## config.mk

```make
export PLATFORM = sky130hd
export DESIGN_NAME = dual_pad_click_gesture_decoder
export DESIGN_NICKNAME = d
export VERILOG_FILES = /design/src/hdl/dpcg_pkg.sv /design/src/hdl/dpcg_engine.sv /design/src/hdl/dual_pad_click_gesture_decoder.sv
export SDC_FILE = /design/constraint.sdc
export NUM_CORES = 1
export LEC_CHECK = 0
export BUFFER_PORTS_ARGS = -buffer_cell sky130_fd_sc_hd__buf_2
export CORE_MARGIN = 2
export CORE_UTILIZATION = 55
export CTS_CLUSTER_DIAMETER = 100
export DETAILED_ROUTE_END_ITERATION = 12
export HOLD_SLACK_MARGIN = 0.1
export PLACE_DENSITY = 0.71
export REMOVE_ABC_BUFFERS = 1
export SLEW_MARGIN = 10
export SYNTH_ARGS = -nofsm -noshare
export SYNTH_HDL_FRONTEND = slang
export SYNTH_HIERARCHICAL = 1
export SYNTH_SLANG_ARGS = --single-unit
```

## constraint.sdc

```tcl
create_clock -name clk -period 7.7 [get_ports clk]
set_input_delay 0.77 -clock clk [delete_from_list [all_inputs] [get_ports clk]]
set_output_delay 0.77 -clock clk [all_outputs]
set_load 0.01 [all_outputs]
```

## src/hdl/dpcg_pkg.sv

```systemverilog
package dpcg_pkg;

    localparam int CFG_WIDTH = 16;
    localparam int CFG_INDEX_BITS = 2;
    localparam int STAMP_IN_BITS = 32;

    typedef enum logic [CFG_INDEX_BITS-1:0] {
        CFG_CLICK_GAP,
        CFG_DBL_WINDOW,
        CFG_CROSS_GUARD,
        CFG_TOGGLE_LOCKOUT
    } cfg_index_t;

    localparam logic [CFG_WIDTH-1:0] CLICK_GAP_RESET      = 16'd500;
    localparam logic [CFG_WIDTH-1:0] DBL_WINDOW_RESET     = 16'd1000;
    localparam logic [CFG_WIDTH-1:0] CROSS_GUARD_RESET    = 16'd250;
    localparam logic [CFG_WIDTH-1:0] TOGGLE_LOCKOUT_RESET = 16'd500;

    localparam logic [1:0] TALLY_CLEAR  = 2'd0;
    localparam logic [1:0] TALLY_FIRST  = 2'd1;
    localparam logic [1:0] TALLY_DOUBLE = 2'd2;
    localparam logic [1:0] TALLY_MAX    = 2'd3;

    typedef struct packed {
        logic [CFG_WIDTH-1:0] click_gap;
        logic [CFG_WIDTH-1:0] dbl_window;
        logic [CFG_WIDTH-1:0] cross_guard;
        logic [CFG_WIDTH-1:0] toggle_lockout;
    } cfg_t;

    typedef struct packed {
        logic                     pad_select;
        logic                     first_button;
        logic                     second_button;
        logic [1:0]               buttons_present;
        logic [STAMP_IN_BITS-1:0] time_ms;
    } item_t;

    typedef struct packed {
        logic base_mode;
        logic right_precision;
        logic left_precision;
        logic mode_switched;
        logic right_toggled;
        logic left_toggled;
    } result_t;

endpackage

```

## src/hdl/dpcg_engine.sv

```systemverilog
module dpcg_engine
    import dpcg_pkg::*;
#(
    parameter int TIME_BITS = 32
)
(
    input  logic    clk,
    input  logic    rst_n,
    input  logic    advance,
    input  cfg_t    cfg,
    input  item_t   item,
    output result_t result
);

    logic [TIME_BITS-1:0] stamp_reg [4];
    logic [TIME_BITS-1:0] stamp_next [4];
    logic [1:0]           tally_reg [4];
    logic [1:0]           tally_next [4];
    logic [3:0]           pressed_reg;
    logic [3:0]           pressed_next;
    logic                 mode_reg;
    logic                 mode_next;
    logic [1:0]           fine_reg;
    logic [1:0]           fine_next;
    logic [TIME_BITS-1:0] tog_stamp_reg [2];
    logic [TIME_BITS-1:0] tog_stamp_next [2];

    logic [TIME_BITS+STAMP_IN_BITS-1:0] now_ext;
    logic [TIME_BITS-1:0] now;
    logic [TIME_BITS-1:0] gap_d [4];
    logic [TIME_BITS-1:0] age_d [4];
    logic [TIME_BITS-1:0] lock_d [2];
    logic [TIME_BITS-1:0] gap_lim;
    logic [TIME_BITS-1:0] win_lim;
    logic [TIME_BITS-1:0] guard_lim;
    logic [TIME_BITS-1:0] lock_lim;
    logic [3:0]           present;
    logic [3:0]           level;
    logic [1:0]           dbl;
    logic [1:0]           recent;
    logic [1:0]           lock_ok;

    assign now_ext   = {{TIME_BITS{1'b0}}, item.time_ms};
    assign now       = now_ext[TIME_BITS-1:0];
    assign gap_lim   = TIME_BITS'(cfg.click_gap);
    assign win_lim   = TIME_BITS'(cfg.dbl_window);
    assign guard_lim = TIME_BITS'(cfg.cross_guard);
    assign lock_lim  = TIME_BITS'(cfg.toggle_lockout);

    // per-button edge detect and click series
    always_comb
    begin
        for (int k = 0; k < 4; k++)
        begin
            present[k] = (item.pad_select == k[1]) &&
                         (k[0] ? item.buttons_present[1] : (item.buttons_present != 2'd0));
            level[k]   = k[0] ? item.second_button : item.first_button;
            gap_d[k]   = now - stamp_reg[k];
            stamp_next[k]   = stamp_reg[k];
            pressed_next[k] = pressed_reg[k];
            tally_next[k]   = tally_reg[k];
            if (present[k])
            begin
                if (level[k] && !pressed_reg[k])
                begin
                    if (gap_d[k] > gap_lim)
                    begin
                        tally_next[k] = TALLY_FIRST;
                    end
                    else if (tally_reg[k] != TALLY_MAX)
                    begin
                        tally_next[k] = tally_reg[k] + 2'd1;
                    end
                    stamp_next[k] = now;
                end
                pressed_next[k] = level[k];
            end
            age_d[k] = now - stamp_next[k];
        end

        for (int p = 0; p < 2; p++)
        begin
            dbl[p] = (tally_next[2*p] >= TALLY_DOUBLE) && (tally_next[2*p+1] >= TALLY_DOUBLE) &&
                     (age_d[2*p] < win_lim) && (age_d[2*p+1] < win_lim);
            recent[p]  = (age_d[2*p] < guard_lim) || (age_d[2*p+1] < guard_lim);
            lock_d[p]  = now - tog_stamp_reg[p];
            lock_ok[p] = lock_d[p] > lock_lim;
            tog_stamp_next[p] = tog_stamp_reg[p];
        end

        mode_next = mode_reg;
        fine_next = fine_reg;
        result.mode_switched = 1'b0;
        result.right_toggled = 1'b0;
        result.left_toggled  = 1'b0;

        priority if (dbl[0] && dbl[1])
        begin
            mode_next = ~mode_reg;
            result.mode_switched = 1'b1;
            for (int k = 0; k < 4; k++)
            begin
                tally_next[k] = TALLY_CLEAR;
            end
        end
        else if (dbl[0] && !recent[1] && lock_ok[0])
        begin
            fine_next[0] = ~fine_reg[0];
            tog_stamp_next[0] = now;
            result.right_toggled = 1'b1;
            tally_next[0] = TALLY_CLEAR;
            tally_next[1] = TALLY_CLEAR;
        end
        else if (!dbl[0] && dbl[1] && !recent[0] && lock_ok[1])
        begin
            fine_next[1] = ~fine_reg[1];
            tog_stamp_next[1] = now;
            result.left_toggled = 1'b1;
            tally_next[2] = TALLY_CLEAR;
            tally_next[3] = TALLY_CLEAR;
        end
        else
        begin
            mode_next = mode_reg;
        end

        result.base_mode       = mode_next;
        result.right_precision = fine_next[0];
        result.left_precision  = fine_next[1];
    end

    always_ff @(posedge clk or negedge rst_n)
    begin
        if (!rst_n)
        begin
            for (int k = 0; k < 4; k++)
            begin
                stamp_reg[k] <= '0;
                tally_reg[k] <= TALLY_CLEAR;
            end
            pressed_reg <= '0;
            mode_reg    <= 1'b0;
            fine_reg    <= '0;
            tog_stamp_reg[0] <= '0;
            tog_stamp_reg[1] <= '0;
        end
        else if (advance)
        begin
            for (int k = 0; k < 4; k++)
            begin
                stamp_reg[k] <= stamp_next[k];
                tally_reg[k] <= tally_next[k];
            end
            pressed_reg <= pressed_next;
            mode_reg    <= mode_next;
            fine_reg    <= fine_next;
            tog_stamp_reg[0] <= tog_stamp_next[0];
            tog_stamp_reg[1] <= tog_stamp_next[1];
        end
    end

endmodule

```

## src/hdl/dual_pad_click_gesture_decoder.sv

```systemverilog
// channel   direction  handshake           payload
// in        input      in_valid/in_stall   pad_select first_button second_button
//                                          buttons_present time_ms
// out       output     out_valid/out_stall base_mode right_precision left_precision
//                                          mode_switched right_toggled left_toggled
// cfg       input      cfg_write           cfg_index cfg_data
//
// one transaction per cycle sustained while out_stall stays low; a result passes from its input
// transaction through the input register, the decode logic and then the result register
// rst_n clears gesture state and loads the register defaults; no clearing pass
// out_stall backs up into in_stall only when both the result and input registers are full
module dual_pad_click_gesture_decoder
    import dpcg_pkg::*;
#(
    parameter int TIME_BITS = 32
)
(
    input  logic                      clk,
    input  logic                      rst_n,

    input  logic                      in_valid,
    output logic                      in_stall,
    input  logic                      pad_select,
    input  logic                      first_button,
    input  logic                      second_button,
    input  logic [1:0]                buttons_present,
    input  logic [STAMP_IN_BITS-1:0]  time_ms,

    output logic                      out_valid,
    input  logic                      out_stall,
    output logic                      base_mode,
    output logic                      right_precision,
    output logic                      left_precision,
    output logic                      mode_switched,
    output logic                      right_toggled,
    output logic                      left_toggled,

    input  logic                      cfg_write,
    input  logic [CFG_INDEX_BITS-1:0] cfg_index,
    input  logic [CFG_WIDTH-1:0]      cfg_data
);

    cfg_t    cfg_reg;
    cfg_t    cfg_next;
    item_t   item_reg;
    item_t   item_next;
    logic    in_valid_reg;
    logic    in_valid_next;
    result_t result_reg;
    result_t result_next;
    result_t result;
    logic    out_valid_reg;
    logic    out_valid_next;
    logic    out_free;
    logic    advance;
    logic    in_fire;

    assign out_free = !out_valid_reg || !out_stall;
    assign advance  = in_valid_reg && out_free;
    assign in_stall = in_valid_reg && !out_free;
    assign in_fire  = in_valid && !in_stall;

    always_comb
    begin
        cfg_next = cfg_reg;
        if (cfg_write)
        begin
            unique case (cfg_index_t'(cfg_index))
                CFG_CLICK_GAP:      cfg_next.click_gap      = cfg_data;
                CFG_DBL_WINDOW:     cfg_next.dbl_window     = cfg_data;
                CFG_CROSS_GUARD:    cfg_next.cross_guard    = cfg_data;
                CFG_TOGGLE_LOCKOUT: cfg_next.toggle_lockout = cfg_data;
            endcase
        end
    end

    always_comb
    begin
        item_next = item_reg;
        if (in_fire)
        begin
            item_next.pad_select      = pad_select;
            item_next.first_button    = first_button;
            item_next.second_button   = second_button;
            item_next.buttons_present = buttons_present;
            item_next.time_ms         = time_ms;
        end
        in_valid_next  = in_fire || (in_valid_reg && !advance);
        out_valid_next = advance || (out_valid_reg && out_stall);
        result_next    = advance ? result : result_reg;
    end

    dpcg_engine #(
        .TIME_BITS (TIME_BITS)
    ) u_engine (
        .clk     (clk),
        .rst_n   (rst_n),
        .advance (advance),
        .cfg     (cfg_reg),
        .item    (item_reg),
        .result  (result)
    );

    always_ff @(posedge clk or negedge rst_n)
    begin
        if (!rst_n)
        begin
            cfg_reg.click_gap      <= CLICK_GAP_RESET;
            cfg_reg.dbl_window     <= DBL_WINDOW_RESET;
            cfg_reg.cross_guard    <= CROSS_GUARD_RESET;
            cfg_reg.toggle_lockout <= TOGGLE_LOCKOUT_RESET;
            in_valid_reg  <= 1'b0;
            out_valid_reg <= 1'b0;
        end
        else
        begin
            cfg_reg       <= cfg_next;
            in_valid_reg  <= in_valid_next;
            out_valid_reg <= out_valid_next;
        end
    end

    always_ff @(posedge clk)
    begin
        item_reg   <= item_next;
        result_reg <= result_next;
    end

    assign out_valid       = out_valid_reg;
    assign base_mode       = result_reg.base_mode;
    assign right_precision = result_reg.right_precision;
    assign left_precision  = result_reg.left_precision;
    assign mode_switched   = result_reg.mode_switched;
    assign right_toggled   = result_reg.right_toggled;
    assign left_toggled    = result_reg.left_toggled;

endmodule

```

==> results.json <==
{
  "start_util_pct": 55.6,
  "port_buffers": 67,
  "post_cts_buffers": 0,
  "htree_levels": 2,
  "hold_violations": 0,
  "crit_path_end_kind": "flop",
  "chipWidth_microns": 267,
  "final_layout_size_suffix_gt1_share_pct": 8.81,
  "path_cells": "inv_1 -> fa_1 -> nand2b_1 -> a21oi_1 -> o21a_1 -> nor2_1 -> nor2_1 -> nor2_1 -> xnor2_1 -> ha_1 -> nand2_1 -> o21ai_0 -> nor4_1 -> a211oi_1 -> nor4_1 -> and4b_1 -> a21oi_1 -> nor4_1 -> nand4_4 -> nor4_4 -> buf_12 -> mux2_2",
  "timing.final.max_slew_violations": 0,
  "synth_cell_types": 98,
  "clockBufferDepth": 3,
  "fp-row-count": 96,
  "leakagePower_nw": 18.2,
  "hp-class": "primary input to asynchronous set/reset pin",
  "ant_nets": 0,
  "synth.cell_area_sq_um": 38100,
  "cts_resized": 0,
  "slowest_delay_ns": 0.66,
  "core_area_sq_um": 68600,
  "crit_arrival_ns": 7.50,
  "dp_hpwl_microns": 104000,
  "numCtsBuffers": 43,
  "fin_crit_ns": 7.01,
  "io_pins": 68,
  "wl_per_cell_microns": 23.2,
  "skew_ns": 0.0213,
  "run_status": "finished, final reports clean",
  "fin_crit_sh_pct": 91.1,
  "r2r_cells": 22,
  "slowest_stage": "edfxtp_1",
  "async_reset_ff_share_pct": 86.4,
  "rsz0062_at_grt": "false",
  "synth_seq_area_share_pct": 21.4,
  "fin_area_sq_um": 41100,
  "drt-initial-drc-count": 3008,
  "n_antenna_cell": 0,
  "max_slew.worst_pin.slew_ns": 1.13,
  "detailedPlace.worstSlack_ns": 0.776,
  "die-area_sq_um": 71500,
  "syn_to_final_growth_pct": 7.66,
  "grt_pass1_vias": 34800,
  "viasPerCell": 6.45,
  "firstDrtPassIters": 8,
  "grt-ovfl-total": 0,
  "syn_inst": 4750,
  "cts_root_buf": "clkbuf_16",
  "crit_fanout": 33,
  "drc": 0,
  "report.power.total_mw": 15.1,
  "finalSetupViolCount": 0,
  "routed_wl_microns": 132000,
  "cts_tree": "built",
  "final_critical_path_setup_slack_ns": 0.689,
  "synthTopCellsByArea": "ha_1 17%, dfrtp_1 16%, a21oi_1 5.9%, o21ai_0 4.6%, nand2_1 4.1%",
  "die_h_microns": 267,
  "ir_drop_v": 0.000275,
  "fin_setup_tns_ns": 0,
  "clk_latency_ns": 0.61,
  "holdBufCountCts": 0,
  "track_usage_pct": 36.2,
  "final_util_pct": 59.9,
  "largest_reg_flops": 128,
  "place_area_sq_um": 39500,
  "synth-seq-cells": 316,
  "crit_type": "flop to flop",
  "max_cap_viol_count": 0,
  "path_clk_slew_ns": 0.06,
  "grt_max_degree": 77,
  "final_cells": 5708,
  "grt_pass1_wl_microns": 200000,
  "globalplace.congestion": 1.02,
  "powerDensity_nw_per_um2": 369,
  "antenna_found_initial": 1,
  "nets": 5338,
  "vias": 36800,
  "hold-worst-slack_ns": 0.133,
  "synth.largest_area_cell": "ha_1",
  "cts.sinks": 316,
  "synth_edf_count": 43,
  "syn_avg_cell_area_sq_um": 8.03,
  "fmax_mhz": 143,
  "synth_ff_type": "dfrtp_1",
  "ys_warn_count": 6,
  "crit_required_ns": 8.19,
  "place_inst": 5628,
  "maxSlewHeadroom_pct": 24.1,
  "worst_setup_path_start_kind": "flop",
  "num-fill-cells": 6267,
  "yosys.area.top_type_share_pct": 17.3
}
==> power breakdown <==
part           switching [mW]  total (mW)  internal [mW]  leakage [nW]
Combinational            6.51        10.6           4.06          13.7
Clock                   0.891        2.21           1.32         0.747
Sequential              0.275        2.36           2.09          3.72
==> layout make-up <==
class	instances	area, sq um	area share (%)
Inverter	349	1310	3.19
Sequential cell	316	8150	19.9
Clock buffer	50	1140	2.78
Multi-Input combinational cell	3891	27900	68.0
Clock inverter	30	389	0.948
Tap cell	931	1160	2.84
Timing Repair Buffer	141	988	2.41
==> worst paths after layout <==
path                                            start                          to  slack [ns]
min                                             rst_n  u_engine/tog_stamp_reg[37]        0.13
min reg2reg                u_engine/tog_stamp_reg[12]  u_engine/tog_stamp_reg[12]        0.48
max in group asynchronous                       rst_n      u_engine/stamp_reg[50]        6.19
max                                       item_reg[1]   u_engine/tog_stamp_reg[2]        0.69
max reg2reg                               item_reg[1]   u_engine/tog_stamp_reg[2]        0.69
min in group clk                          time_ms[18]                item_reg[18]        0.33
==> cell usage after synthesis, types with 43 or more instances <==
master	count
nor3_1	120
dfrtp_1	249
xnor2_1	125
nor2b_1	50
nand2_1	417
clkbuf_1	159
a21o_1	118
a21oi_1	446
nand3_1	99
edfxtp_1	43
xor2_1	74
inv_1	349
o211ai_1	58
nand2b_1	58
nor2_1	310
mux2i_1	124
a211oi_1	47
ha_1	526
o21a_1	66
nand4_1	95
o21ai_0	349
mux2_2	114
==> placed cells by master (no fill, tap or decap), types with 115 or more instances in the layout <==
cell / synthesis / layout
inv_1: 349 / 349
xnor2_1: 125 / 125
o21ai_0: 349 / 349
a21oi_1: 446 / 446
nand2_1: 417 / 417
mux2i_1: 124 / 124
ha_1: 526 / 526
nor2_1: 310 / 310
a21o_1: 118 / 118
dfrtp_1: 249 / 249
nor3_1: 120 / 115
==> kinds of logic after synthesis <==
| logic type | Yosys count | synth area share (%) |
|---|---|---|
| multiplexers | 274 | 7.75 |
| buffers and inverters | 543 | 5.57 |
| flip-flops | 316 | 21.4 |
| adder cells (fa/ha/maj) | 536 | 17.8 |
| AND/OR/NAND/NOR | 1412 | 18.4 |
| AO/OA/AOI/OAI | 1470 | 24.6 |
| XOR/XNOR | 199 | 4.57 |
==> critical path, delay by kind of cell, from the launching register on <==
| family | cells | cell delay [ns] |
|---|---|---|
| AO/OA/AOI/OAI | 5 | 1.21 |
| XOR/XNOR | 1 | 0.19 |
| adder cells (fa/ha/maj) | 2 | 0.90 |
| buffers and inverters | 2 | 0.84 |
| flip-flops | 1 | 0.66 |
| multiplexers | 1 | 0.36 |
| AND/OR/NAND/NOR | 11 | 2.70 |
==> layer usage <==
| layer | share of wire [%] | GRT usage [%] | wire length, microns |
|---|---|---|---|
| met5 | 0 | 0 | 0 |
| met2 | 46 | 60.3 | 60900 |
| met4 | 5.6 | 18.5 | 7460 |
| met1 | 42 | 46.0 | 55700 |
| met3 | 6.2 | 4.57 | 8140 |
(Power assumes the default switching activity.)
